$ cat src/hdl/lspr_pkg.sv
// ----------------------------------------------------------------------------
// Layer II sample requantizer package
// Shared constants, class table and lane request type for the requantizer.
// ----------------------------------------------------------------------------
package lspr_pkg;

    // Q14 fixed point for the requantized samples.
    localparam int FRAC_BITS   = 14;
    localparam int CLASS_W     = 5;
    localparam int CODE_W      = 16;
    localparam int SAMPLE_W    = 16;
    localparam int NBITS_W     = 5;
    localparam int GRP_W       = 3;
    localparam int LEVEL_W     = 4;
    localparam int MULC_W      = 15;
    localparam int ADDD_W      = 14;

    // Grouped codewords are at most ten bits wide.
    localparam int WORD_W      = 10;
    localparam int Q1_W        = 9;
    localparam int Q2_W        = 4;
    localparam int DIGIT_W     = 4;

    // Reciprocals are scaled by two to the power of RECIP_SHIFT.
    localparam int RECIP_W     = 16;
    localparam int RECIP_SHIFT = 17;
    localparam int RPROD_W     = WORD_W + RECIP_W;

    // Output queue.
    localparam int FIFO_DEPTH  = 8;
    localparam int FIFO_PTR_W  = $clog2(FIFO_DEPTH);
    localparam int FIFO_CNT_W  = $clog2(FIFO_DEPTH + 1);

    typedef struct packed {
        logic [GRP_W-1:0]   grp;
        logic [NBITS_W-1:0] nbits;
        logic [LEVEL_W-1:0] levels;
        logic [MULC_W-1:0]  mulc;
        logic [ADDD_W-1:0]  addd;
        logic [RECIP_W-1:0] recip1;
        logic [RECIP_W-1:0] recip2;
    } t_qclass;

    // One level code handed to a lane, with its class constants.
    typedef struct packed {
        logic [CODE_W-1:0]  code;
        logic [NBITS_W-1:0] nb;
        logic [MULC_W-1:0]  mulc;
        logic [ADDD_W-1:0]  addd;
    } t_lane_req;

    // Class table. recip1 is the reciprocal of the level count and recip2 of
    // its square; both are exact over the codeword range of their class.
    // Classes without a meaning get C and D of zero, so they give zero.
    function automatic t_qclass lspr_class(input logic [CLASS_W-1:0] idx);
        t_qclass q;
        begin
            q        = '0;
            q.nbits  = NBITS_W'(16);
            unique case (idx)
                5'd0: begin
                    q.grp = 3'd2; q.nbits = 5'd5; q.levels = 4'd3;
                    q.mulc = 15'h5555; q.addd = 14'h2000;
                    q.recip1 = 16'd43691; q.recip2 = 16'd14564;
                end
                5'd1: begin
                    q.grp = 3'd3; q.nbits = 5'd7; q.levels = 4'd5;
                    q.mulc = 15'h6666; q.addd = 14'h2000;
                    q.recip1 = 16'd26215; q.recip2 = 16'd5243;
                end
                5'd2: begin
                    q.nbits = 5'd3; q.mulc = 15'h4925; q.addd = 14'h1000;
                end
                5'd3: begin
                    q.grp = 3'd4; q.nbits = 5'd10; q.levels = 4'd9;
                    q.mulc = 15'h71c7; q.addd = 14'h2000;
                    q.recip1 = 16'd14564; q.recip2 = 16'd1619;
                end
                5'd4:  begin q.nbits = 5'd4;  q.mulc = 15'h4444; q.addd = 14'h0800; end
                5'd5:  begin q.nbits = 5'd5;  q.mulc = 15'h4211; q.addd = 14'h0400; end
                5'd6:  begin q.nbits = 5'd6;  q.mulc = 15'h4104; q.addd = 14'h0200; end
                5'd7:  begin q.nbits = 5'd7;  q.mulc = 15'h4081; q.addd = 14'h0100; end
                5'd8:  begin q.nbits = 5'd8;  q.mulc = 15'h4040; q.addd = 14'h0080; end
                5'd9:  begin q.nbits = 5'd9;  q.mulc = 15'h4020; q.addd = 14'h0040; end
                5'd10: begin q.nbits = 5'd10; q.mulc = 15'h4010; q.addd = 14'h0020; end
                5'd11: begin q.nbits = 5'd11; q.mulc = 15'h4008; q.addd = 14'h0010; end
                5'd12: begin q.nbits = 5'd12; q.mulc = 15'h4004; q.addd = 14'h0008; end
                5'd13: begin q.nbits = 5'd13; q.mulc = 15'h4002; q.addd = 14'h0004; end
                5'd14: begin q.nbits = 5'd14; q.mulc = 15'h4001; q.addd = 14'h0002; end
                5'd15: begin q.nbits = 5'd15; q.mulc = 15'h4001; q.addd = 14'h0001; end
                5'd16: begin q.nbits = 5'd16; q.mulc = 15'h4000; q.addd = 14'h0001; end
                default: begin
                    q.nbits = NBITS_W'(16);
                end
            endcase
            return q;
        end
    endfunction

endpackage

$ cat src/hdl/lspr_split.sv
// ----------------------------------------------------------------------------
// Layer II sample requantizer: code split
// Splits a grouped codeword into three level digits, or passes the three
// codes through for other classes, and forms one lane request per sample.
// ----------------------------------------------------------------------------
module lspr_split import lspr_pkg::*; (
    input  logic               i_clk,
    input  logic [CLASS_W-1:0] i_class_index,
    input  logic [CODE_W-1:0]  i_code_a,
    input  logic [CODE_W-1:0]  i_code_b,
    input  logic [CODE_W-1:0]  i_code_c,
    output t_lane_req          o_req_a,
    output t_lane_req          o_req_b,
    output t_lane_req          o_req_c
);

    t_qclass             w_qin;
    t_qclass             w_qreg;
    logic [WORD_W-1:0]   n_word;
    logic [RPROD_W-1:0]  n_p1;
    logic [RPROD_W-1:0]  n_p2;

    logic [CLASS_W-1:0]  r_cls;
    logic [WORD_W-1:0]   r_word;
    logic [Q1_W-1:0]     r_q1;
    logic [Q2_W-1:0]     r_q2;
    logic [CODE_W-1:0]   r_code_a;
    logic [CODE_W-1:0]   r_code_b;
    logic [CODE_W-1:0]   r_code_c;

    logic [LEVEL_W-1:0]  w_lv;
    logic [DIGIT_W-1:0]  w_d0;
    logic [DIGIT_W-1:0]  w_d1;
    logic [DIGIT_W-1:0]  w_d2;
    logic                w_grouped;
    logic [NBITS_W-1:0]  w_nb;

    // Quotients by the level count and its square through reciprocals.
    always_comb begin
        w_qin  = lspr_class(i_class_index);
        n_word = i_code_a[WORD_W-1:0] & ~({WORD_W{1'b1}} << w_qin.nbits);
        n_p1   = RPROD_W'(n_word) * RPROD_W'(w_qin.recip1);
        n_p2   = RPROD_W'(n_word) * RPROD_W'(w_qin.recip2);
    end

    always_ff @(posedge i_clk) begin
        r_cls    <= i_class_index;
        r_word   <= n_word;
        r_q1     <= n_p1[RECIP_SHIFT +: Q1_W];
        r_q2     <= n_p2[RECIP_SHIFT +: Q2_W];
        r_code_a <= i_code_a;
        r_code_b <= i_code_b;
        r_code_c <= i_code_c;
    end

    // Remainders give the digits, lowest first; the top quotient stays
    // below twice the level count, so one subtract finishes it.
    always_comb begin
        w_qreg    = lspr_class(r_cls);
        w_lv      = w_qreg.levels;
        w_d0      = DIGIT_W'(r_word - WORD_W'({1'b0, r_q1} * WORD_W'(w_lv)));
        w_d1      = DIGIT_W'(r_q1 - Q1_W'(Q1_W'(r_q2) * Q1_W'(w_lv)));
        w_d2      = (r_q2 >= w_lv) ? (r_q2 - w_lv) : r_q2;
        w_grouped = (w_qreg.grp != '0);
        w_nb      = w_grouped ? NBITS_W'(w_qreg.grp) : w_qreg.nbits;
    end

    // Lane requests.
    always_comb begin
        o_req_a.code = w_grouped ? CODE_W'(w_d0) : r_code_a;
        o_req_b.code = w_grouped ? CODE_W'(w_d1) : r_code_b;
        o_req_c.code = w_grouped ? CODE_W'(w_d2) : r_code_c;
        o_req_a.nb   = w_nb;
        o_req_b.nb   = w_nb;
        o_req_c.nb   = w_nb;
        o_req_a.mulc = w_qreg.mulc;
        o_req_b.mulc = w_qreg.mulc;
        o_req_c.mulc = w_qreg.mulc;
        o_req_a.addd = w_qreg.addd;
        o_req_b.addd = w_qreg.addd;
        o_req_c.addd = w_qreg.addd;
    end

endmodule

$ cat src/hdl/lspr_lane.sv
// ----------------------------------------------------------------------------
// Layer II sample requantizer: lane
// Requantizes one level code: MSB inversion, sign extension, Q14 alignment,
// offset D, scale by C and arithmetic shift right.
// ----------------------------------------------------------------------------
module lspr_lane import lspr_pkg::*; (
    input  logic                       i_clk,
    input  t_lane_req                  i_req,
    output logic signed [SAMPLE_W-1:0] o_sample
);

    logic [NBITS_W-1:0]          w_sh;
    logic [CODE_W-1:0]           w_left;
    logic [CODE_W-1:0]           w_flip;
    logic signed [SAMPLE_W-1:0]  w_aligned;
    logic signed [SAMPLE_W-1:0]  n_sum;
    logic signed [2*SAMPLE_W-1:0] n_prod;

    logic signed [SAMPLE_W-1:0]  r_sum;
    logic [MULC_W-1:0]           r_mulc;
    logic signed [SAMPLE_W-1:0]  r_res;

    // Moving the code to the top of the word and shifting back by one
    // aligns every bit count to Q14, and halves the sixteen-bit class.
    always_comb begin
        w_sh      = NBITS_W'(CODE_W) - i_req.nb;
        w_left    = i_req.code << w_sh;
        w_flip    = {~w_left[CODE_W-1], w_left[CODE_W-2:0]};
        w_aligned = $signed(w_flip) >>> 1;
        n_sum     = w_aligned + $signed({{(SAMPLE_W-ADDD_W){1'b0}}, i_req.addd});
    end

    always_ff @(posedge i_clk) begin
        r_sum  <= n_sum;
        r_mulc <= i_req.mulc;
    end

    // Scale by C; the floor shift is a bit select of the product.
    always_comb begin
        n_prod = r_sum * $signed({{(SAMPLE_W-MULC_W){1'b0}}, r_mulc});
    end

    always_ff @(posedge i_clk) begin
        r_res <= n_prod[FRAC_BITS +: SAMPLE_W];
    end

    assign o_sample = r_res;

endmodule

$ cat src/hdl/lspr_merge.sv
// ----------------------------------------------------------------------------
// Layer II sample requantizer: merge
// Joins the three lane results into one item and queues items for the
// output channel.
// ----------------------------------------------------------------------------
module lspr_merge import lspr_pkg::*; (
    input  logic                       i_clk,
    input  logic                       i_rst_n,
    input  logic                       i_push,
    input  logic signed [SAMPLE_W-1:0] i_sample_a,
    input  logic signed [SAMPLE_W-1:0] i_sample_b,
    input  logic signed [SAMPLE_W-1:0] i_sample_c,
    input  logic                       i_stall,
    output logic                       o_valid,
    output logic signed [SAMPLE_W-1:0] o_sample_a,
    output logic signed [SAMPLE_W-1:0] o_sample_b,
    output logic signed [SAMPLE_W-1:0] o_sample_c,
    output logic [FIFO_CNT_W-1:0]      o_fill
);

    logic [3*SAMPLE_W-1:0]  r_mem [FIFO_DEPTH];
    logic [FIFO_PTR_W-1:0]  r_wr;
    logic [FIFO_PTR_W-1:0]  r_rd;
    logic [FIFO_CNT_W-1:0]  r_fill;
    logic [FIFO_PTR_W-1:0]  n_wr;
    logic [FIFO_PTR_W-1:0]  n_rd;
    logic [FIFO_CNT_W-1:0]  n_fill;
    logic                   w_pop;

    assign o_valid = (r_fill != '0);
    assign w_pop   = o_valid && !i_stall;

    // Pointer and fill count update.
    always_comb begin
        n_wr   = r_wr;
        n_rd   = r_rd;
        n_fill = r_fill;
        if (i_push) begin
            n_wr = (r_wr == FIFO_PTR_W'(FIFO_DEPTH - 1)) ? '0 : r_wr + 1'b1;
        end
        if (w_pop) begin
            n_rd = (r_rd == FIFO_PTR_W'(FIFO_DEPTH - 1)) ? '0 : r_rd + 1'b1;
        end
        priority if (i_push && !w_pop) begin
            n_fill = r_fill + 1'b1;
        end else if (w_pop && !i_push) begin
            n_fill = r_fill - 1'b1;
        end else begin
            n_fill = r_fill;
        end
    end

    always_ff @(posedge i_clk) begin
        if (!i_rst_n) begin
            r_wr   <= '0;
            r_rd   <= '0;
            r_fill <= '0;
        end else begin
            r_wr   <= n_wr;
            r_rd   <= n_rd;
            r_fill <= n_fill;
        end
    end

    // Queue storage.
    always_ff @(posedge i_clk) begin
        if (i_push) begin
            r_mem[r_wr] <= {i_sample_a, i_sample_b, i_sample_c};
        end
    end

    assign o_sample_a = r_mem[r_rd][3*SAMPLE_W-1:2*SAMPLE_W];
    assign o_sample_b = r_mem[r_rd][2*SAMPLE_W-1:SAMPLE_W];
    assign o_sample_c = r_mem[r_rd][SAMPLE_W-1:0];
    assign o_fill     = r_fill;

endmodule

$ cat src/hdl/layer2_sample_requantizer_core.sv
// ----------------------------------------------------------------------------
// Layer II sample requantizer core
// Turns one quantization class and its code bits into three Q14 samples,
// one lane per sample, with a queue in front of the output channel.
// ----------------------------------------------------------------------------
// Throughput: one item per cycle while o_stall is low; each of the three lanes is
// a two-stage pipeline that takes a new level code every cycle.
// An accepted item passes the code split, offset add and scale multiply registers,
// is then written to the output queue and leaves it when i_stall is low.
// o_stall rises when items in flight plus queued results reach the queue depth.
// Reset: synchronous active-low reset empties the pipeline and the queue and
// holds o_stall high.
module layer2_sample_requantizer_core import lspr_pkg::*; (
    input  logic                       i_clk,
    input  logic                       i_rst_n,
    input  logic                       i_valid,
    output logic                       o_stall,
    input  logic [CLASS_W-1:0]         i_class_index,
    input  logic [CODE_W-1:0]          i_code_a,
    input  logic [CODE_W-1:0]          i_code_b,
    input  logic [CODE_W-1:0]          i_code_c,
    output logic                       o_valid,
    input  logic                       i_stall,
    output logic signed [SAMPLE_W-1:0] o_sample_a,
    output logic signed [SAMPLE_W-1:0] o_sample_b,
    output logic signed [SAMPLE_W-1:0] o_sample_c
);

    t_lane_req                   w_req_a;
    t_lane_req                   w_req_b;
    t_lane_req                   w_req_c;
    logic signed [SAMPLE_W-1:0]  w_lane_a;
    logic signed [SAMPLE_W-1:0]  w_lane_b;
    logic signed [SAMPLE_W-1:0]  w_lane_c;
    logic [FIFO_CNT_W-1:0]       w_fill;
    logic [FIFO_CNT_W:0]         w_occ;
    logic                        w_acc;
    logic                        w_pop;

    logic                        r_v1;
    logic                        r_v2;
    logic                        r_v3;

    // Admission: every item in flight has a queue slot reserved.
    assign w_occ   = (FIFO_CNT_W+1)'(w_fill) + (FIFO_CNT_W+1)'(r_v1)
                   + (FIFO_CNT_W+1)'(r_v2) + (FIFO_CNT_W+1)'(r_v3);
    assign o_stall = (w_occ >= (FIFO_CNT_W+1)'(FIFO_DEPTH)) || !i_rst_n;
    assign w_acc   = i_valid && !o_stall;
    assign w_pop   = o_valid && !i_stall;

    // Valid flags that follow each item down the pipeline.
    always_ff @(posedge i_clk) begin
        if (!i_rst_n) begin
            r_v1 <= 1'b0;
            r_v2 <= 1'b0;
            r_v3 <= 1'b0;
        end else begin
            r_v1 <= w_acc;
            r_v2 <= r_v1;
            r_v3 <= r_v2;
        end
    end

    lspr_split u_split (
        .i_clk         (i_clk),
        .i_class_index (i_class_index),
        .i_code_a      (i_code_a),
        .i_code_b      (i_code_b),
        .i_code_c      (i_code_c),
        .o_req_a       (w_req_a),
        .o_req_b       (w_req_b),
        .o_req_c       (w_req_c)
    );

    lspr_lane u_lane_a (
        .i_clk    (i_clk),
        .i_req    (w_req_a),
        .o_sample (w_lane_a)
    );

    lspr_lane u_lane_b (
        .i_clk    (i_clk),
        .i_req    (w_req_b),
        .o_sample (w_lane_b)
    );

    lspr_lane u_lane_c (
        .i_clk    (i_clk),
        .i_req    (w_req_c),
        .o_sample (w_lane_c)
    );

    lspr_merge u_merge (
        .i_clk      (i_clk),
        .i_rst_n    (i_rst_n),
        .i_push     (r_v3),
        .i_sample_a (w_lane_a),
        .i_sample_b (w_lane_b),
        .i_sample_c (w_lane_c),
        .i_stall    (i_stall),
        .o_valid    (o_valid),
        .o_sample_a (o_sample_a),
        .o_sample_b (o_sample_b),
        .o_sample_c (o_sample_c),
        .o_fill     (w_fill)
    );

    // An accepted item reaches the last lane stage as its valid flag reaches r_v3.
    a_item_reaches_merge: assert property (@(posedge i_clk) disable iff (!i_rst_n)
        w_acc |-> ##3 r_v3)
        else $error("Accepted item did not reach the merge stage.");

    // The queue never holds more than its depth.
    a_fill_bound: assert property (@(posedge i_clk) disable iff (!i_rst_n)
        w_fill <= FIFO_CNT_W'(FIFO_DEPTH))
        else $error("Output queue fill count exceeds its depth.");

    // A lane result never arrives at a full queue that is not draining.
    a_no_overflow: assert property (@(posedge i_clk) disable iff (!i_rst_n)
        r_v3 |-> ((w_fill < FIFO_CNT_W'(FIFO_DEPTH)) || w_pop))
        else $error("Lane result pushed into a full output queue.");

endmodule

$ cat config.mk
export PLATFORM = sky130hd
export DESIGN_NAME = layer2_sample_requantizer_core
export DESIGN_NICKNAME = d
export VERILOG_FILES = /design/src/hdl/lspr_pkg.sv /design/src/hdl/lspr_split.sv /design/src/hdl/lspr_lane.sv /design/src/hdl/lspr_merge.sv /design/src/hdl/layer2_sample_requantizer_core.sv
export SDC_FILE = /design/constraint.sdc
export NUM_CORES = 2
export LEC_CHECK = 0
export BUFFER_PORTS_ARGS = -buffer_cell sky130_fd_sc_hd__buf_2
export CORE_MARGIN = 4
export CORE_UTILIZATION = 35
export DETAILED_ROUTE_END_ITERATION = 12
export GPL_TIMING_DRIVEN = 0
export PLACE_DENSITY = 0.55
export SYNTH_ARGS = -nofsm -noshare
export SYNTH_HDL_FRONTEND = slang
export SYNTH_SLANG_ARGS = --single-unit
$ cat constraint.sdc
create_clock -name i_clk -period 12.6 [get_ports i_clk]
set_input_delay 2.52 -clock i_clk [delete_from_list [all_inputs] [get_ports i_clk]]
set_output_delay 2.52 -clock i_clk [all_outputs]
set_load 0.05 [all_outputs]
==> flow_summary.html <==
<table>
<tr><th>Metric</th><th>Value</th></tr>
<tr><th colspan="2">Setup path</th></tr>
<tr><td>Slowest cell on crit path</td><td>nor4b_1</td></tr>
<tr><td>Data arrival time of the critical path</td><td>9680 ps</td></tr>
<tr><td>Worst path max stage delay</td><td>780 ps</td></tr>
<tr><td>Capturing point of the worst reg2reg path</td><td>u_lane_b.o_sample[15]$_DFF_P_</td></tr>
<tr><td>Path depth of the worst reg2reg path</td><td>24</td></tr>
<tr><td>Largest fanout on the critical path</td><td>10</td></tr>
<tr><td>Setup crit start kind</td><td>primary input</td></tr>
<tr><td>Worst setup EP type</td><td>register</td></tr>
<tr><td>Cells along the critical path</td><td>buf_2 -&gt; nor4b_1 -&gt; clkbuf_1 -&gt; clkbuf_1 -&gt; nand2_1 -&gt; inv_1 -&gt; fa_1 -&gt; fa_1 -&gt; inv_1 -&gt; fa_1 -&gt; inv_1 -&gt; fa_1 -&gt; ha_1 -&gt; ha_1 -&gt; and4b_1 -&gt; a221o_1 -&gt; a21o_1 -&gt; a21o_1 -&gt; a2111oi_2 -&gt; nor4b_2 -&gt; nor3_1 -&gt; o21bai_1 -&gt; xnor2_1</td></tr>
<tr><td>Critical path class</td><td>in -&gt; reg</td></tr>
<tr><td>Reg-to-reg setup timing slack</td><td>4570 ps</td></tr>
<tr><td>RR Startpoint</td><td>u_lane_c.r_mulc[6]$_DFF_P_</td></tr>
<tr><td>Cell repeated most along the worst path</td><td>fa_1</td></tr>
<tr><td>Required time at the worst-slack endpoint</td><td>13130 ps</td></tr>
<tr><td>Launch point of the critical path</td><td>i_class_index[0]</td></tr>
<tr><th colspan="2">Placed design</th></tr>
<tr><td>Port bufs</td><td>106</td></tr>
<tr><td>HPWL Detailed</td><td>118000 um</td></tr>
<tr><td>Final RePlAce weighted congestion</td><td>0.923</td></tr>
<tr><th colspan="2">CTS</th></tr>
<tr><td>Hold buffer count at cts</td><td>0</td></tr>
<tr><td>Clock Sink Count</td><td>576</td></tr>
<tr><td>Resized cells post-CTS</td><td>0</td></tr>
<tr><td>Setup repair bufs after CTS</td><td>0</td></tr>
<tr><td>Deepest clock path buffer count</td><td>3</td></tr>
<tr><td>Maximum level of the CTS H-tree</td><td>2</td></tr>
<tr><td>Skew-Pair Late Insertion Delay</td><td>670 ps</td></tr>
<tr><td>CTS tree</td><td>yes</td></tr>
<tr><td>Clock Tree Root</td><td>clkbuf_16</td></tr>
<tr><td>Clock transition at the register clock pins on the worst setup and hold paths after CTS</td><td>60 ps</td></tr>
<tr><td>Total CTS buffers</td><td>58</td></tr>
<tr><th colspan="2">Floorplan</th></tr>
<tr><td>Row count</td><td>146</td></tr>
<tr><td>Core box area</td><td>159000 um^2</td></tr>
<tr><td>Initial core utilization</td><td>0.352</td></tr>
<tr><td>Total die area</td><td>166000 um^2</td></tr>
<tr><td>I/O pin count</td><td>107</td></tr>
<tr><td>Die Width</td><td>408 um</td></tr>
<tr><td>Die Y-Extent</td><td>408 um</td></tr>
<tr><th colspan="2">STA</th></tr>
<tr><td>Setup repair after global routing missed its margin</td><td>no</td></tr>
<tr><td>Actual slew at the worst max-slew pin</td><td>1370 ps</td></tr>
<tr><td>Hold violation count in the final report</td><td>0</td></tr>
<tr><td>Final Critical Period</td><td>9150 ps</td></tr>
<tr><td>Max-slew headroom</td><td>0.0864</td></tr>
<tr><td>Total negative slack</td><td>0 ps</td></tr>
<tr><td>Number of setup violations in the final report</td><td>0</td></tr>
<tr><td>Worst clock skew</td><td>38.3 ps</td></tr>
<tr><td>Number of pins exceeding their max-slew limit in the final report</td><td>0</td></tr>
<tr><td>Top achievable clock speed</td><td>109 MHz</td></tr>
<tr><td>Final Cycle Share</td><td>0.726</td></tr>
<tr><th colspan="2">Routing</th></tr>
<tr><td>Mean number of vias per cell</td><td>4.82</td></tr>
<tr><td>Via count</td><td>35782</td></tr>
<tr><td>Initial DRC Count</td><td>2323</td></tr>
<tr><td>DRC</td><td>0</td></tr>
<tr><td>Number of nets with antenna violations after routing</td><td>0</td></tr>
<tr><td>WL/cell</td><td>19.7 um</td></tr>
<tr><td>Detailed-routing iteration count for the pre-antenna-repair pass</td><td>5</td></tr>
<tr><td>Aggregate routed wire length</td><td>146000 um</td></tr>
<tr><th colspan="2">Pwr</th></tr>
<tr><td>Power after layout</td><td>8.48 mW</td></tr>
<tr><td>Lkg Pwr</td><td>26.8 nW</td></tr>
<tr><td>Worst ir drop on vdd</td><td>0.136 mV</td></tr>
<tr><td>Pwr dens</td><td>138 nW/um^2</td></tr>
<tr><th colspan="2">Synth</th></tr>
<tr><td>Count of unique library cells instantiated by Yosys</td><td>84</td></tr>
<tr><td>Mapped Avg Cell Area</td><td>11.0 um^2</td></tr>
<tr><td>Sequential cell area fraction in the yosys report</td><td>0.275</td></tr>
<tr><td>Most used flip-flop cell after synthesis</td><td>edfxtp_1</td></tr>
<tr><td>Post-synthesis sequential element count</td><td>576</td></tr>
<tr><td>Library cell occupying the most area in the post-synthesis netlist</td><td>fa_1</td></tr>
<tr><td>Total standard cell area after synthesis</td><td>55900 um^2</td></tr>
<tr><td>Synth Warn #</td><td>0</td></tr>
<tr><td>Proportion of synthesized flip-flops having asynchronous set or reset</td><td>0</td></tr>
<tr><td>Gate count after technology mapping</td><td>5069</td></tr>
<tr><td>Number of enable-type register cells in the synthesized netlist</td><td>384</td></tr>
<tr><td>Area fraction of the dominant cell type after synthesis</td><td>0.314</td></tr>
<tr><td>Cell types with the largest area share after synthesis</td><td>fa_1, edfxtp_1, ha_1, inv_1, dfxtp_1</td></tr>
<tr><th colspan="2">GRT</th></tr>
<tr><td>Number of antenna violations at the first check in global routing</td><td>3</td></tr>
<tr><td>Wire length of the first global-routing pass</td><td>231000 um</td></tr>
<tr><td>GRT overflow</td><td>0</td></tr>
<tr><td>Pin count of the biggest net entering global routing</td><td>25</td></tr>
<tr><td>Via count of the first global-routing pass</td><td>38640</td></tr>
<tr><td>Global routing usage summed across all routing layers</td><td>0.179</td></tr>
<tr><th colspan="2">Worst hold path</th></tr>
<tr><td>Hold path start</td><td>u_merge.r_rd[2]$_SDFFE_PN0P_</td></tr>
<tr><td>Path type of the worst min-delay path</td><td>reg -&gt; reg</td></tr>
<tr><td>Worst hold stages</td><td>2</td></tr>
<tr><th colspan="2">Run</th></tr>
<tr><td>Max-Cap Viols</td><td>0</td></tr>
<tr><th colspan="2">Final layout</th></tr>
<tr><td>Post-layout net count</td><td>6631</td></tr>
<tr><td>Area growth syn-to-layout</td><td>10.1%</td></tr>
<tr><td>Final cell utilization of the core</td><td>0.388</td></tr>
<tr><td>Leading cell types in the layout, fill and taps excluded</td><td>inv_1, fa_1, nand2_1</td></tr>
<tr><td>Ratio of cells with drive above 1 in the final layout</td><td>0.0804</td></tr>
<tr><td>Most frequent standard cell in the layout excluding fill and tap cells</td><td>inv_1</td></tr>
<tr><th colspan="2">Outcome</th></tr>
<tr><td>Outcome</td><td>completed</td></tr>
</table>
[kinds of logic (layout without fill, tap and decap cells)]
family / Yosys count / after routing / share of synthesized area
xor gates and xnor gates: 160 / 160 / 0.0253
AOI/OAI and AO/OA: 348 / 348 / 0.0405
buffers and inverters: 1273 / 1514 / 0.0864
and+or+nand+nor: 1237 / 1237 / 0.110
other: 2 / 42 / 0.000134
muxes: 198 / 198 / 0.0596
DFF: 576 / 576 / 0.275
adders and majority gates: 1275 / 1275 / 0.403
[where the power goes]
part	internal (mW)	total, mW	switching, mW	leakage, nW
sequential	2.39	2.67	0.277	5.07
clock	0.954	1.68	0.727	0.901
combinational	1.64	4.13	2.49	20.8
[state kept, by name, indices dropped and copies added, names as in the netlist, 15 cells and up, named ones only]
signal,count
u_lane_a.o_sample,16
u_lane_a.r_sum,16
u_lane_b.o_sample,16
u_lane_b.r_sum,16
u_lane_c.o_sample,16
u_lane_c.r_mulc,15
u_lane_c.r_sum,16
u_merge.r_mem,384
u_split.r_code_a,16
u_split.r_code_b,16
u_split.r_code_c,16
[area by class of cell]
class                   count  area [um^2]
well taps                2072         2590
clock buffers              84         1610
flip-flops and latches    576        15400
inverters                1070         4020
repair buffers            132          965
plain buffers             203          812
multi-input cells        3258        35900
fillers                 15584        97100
clock inverters            25          259
diodes                      2         5.00
[synth_stat cells (all sizes together), types with 28 or more instances]
| cell type | number |
|---|---|
| inv | 1069 |
| fa | 875 |
| nand2 | 494 |
| ha | 400 |
| edfxtp | 384 |
| and2 | 379 |
| dfxtp | 192 |
| clkbuf | 177 |
| nor2 | 136 |
| xnor2 | 131 |
| mux4 | 102 |
| a21oi | 93 |
| o21ai | 84 |
| mux2 | 57 |
| nand3 | 46 |
| nor3 | 45 |
| mux2i | 39 |
| and3 | 38 |
| xor2 | 28 |
[per-layer routing]
layer	GRT usage	wire (um)	vias to the layer above
met5	0	0	-
met4	0.0388	3530	0
met3	0.0319	9060	185
met2	0.286	66100	1019
met1	0.255	67500	18195
li1	-	-	16383
[worst max path at each step]
stage | end | slack [ps] | cells after the start
3_3_place_gp | u_split.r_q1[3]$_DFF_P_ | 2680 | 23
5_1_grt | u_split.r_q1[3]$_DFF_P_ | 3100 | 23
3_5_place_dp | u_split.r_q1[3]$_DFF_P_ | 2690 | 23
2_1_floorplan | u_split.r_q1[3]$_DFF_P_ | 4360 | 22
4_1_cts | u_split.r_q1[3]$_DFF_P_ | 3400 | 23
6_report | u_split.r_q1[3]$_DFF_P_ | 3450 | 23
[per-stage QoR]
step	instance area, um^2	setup slack, ps	hold slack, ps	cells
2_1_floorplan	56000	4360	467	5107
3_3_place_gp	59100	2680	477	7285
3_5_place_dp	59600	2690	501	7310
4_1_cts	61500	3400	512	7419
5_1_grt	61500	3100	539	7420
6_report	61500	3450	502	7422
[critical path: cells and delay by family]
| kind | cells | cell delay [ps] |
|---|---|---|
| adders and majority gates | 6 | 2540 |
| and+or+nand+nor | 5 | 1580 |
| buffers and inverters | 6 | 1550 |
| AOI/OAI and AO/OA | 5 | 1360 |
| xor gates and xnor gates | 1 | 130 |
(Power assumes the default switching activity.)
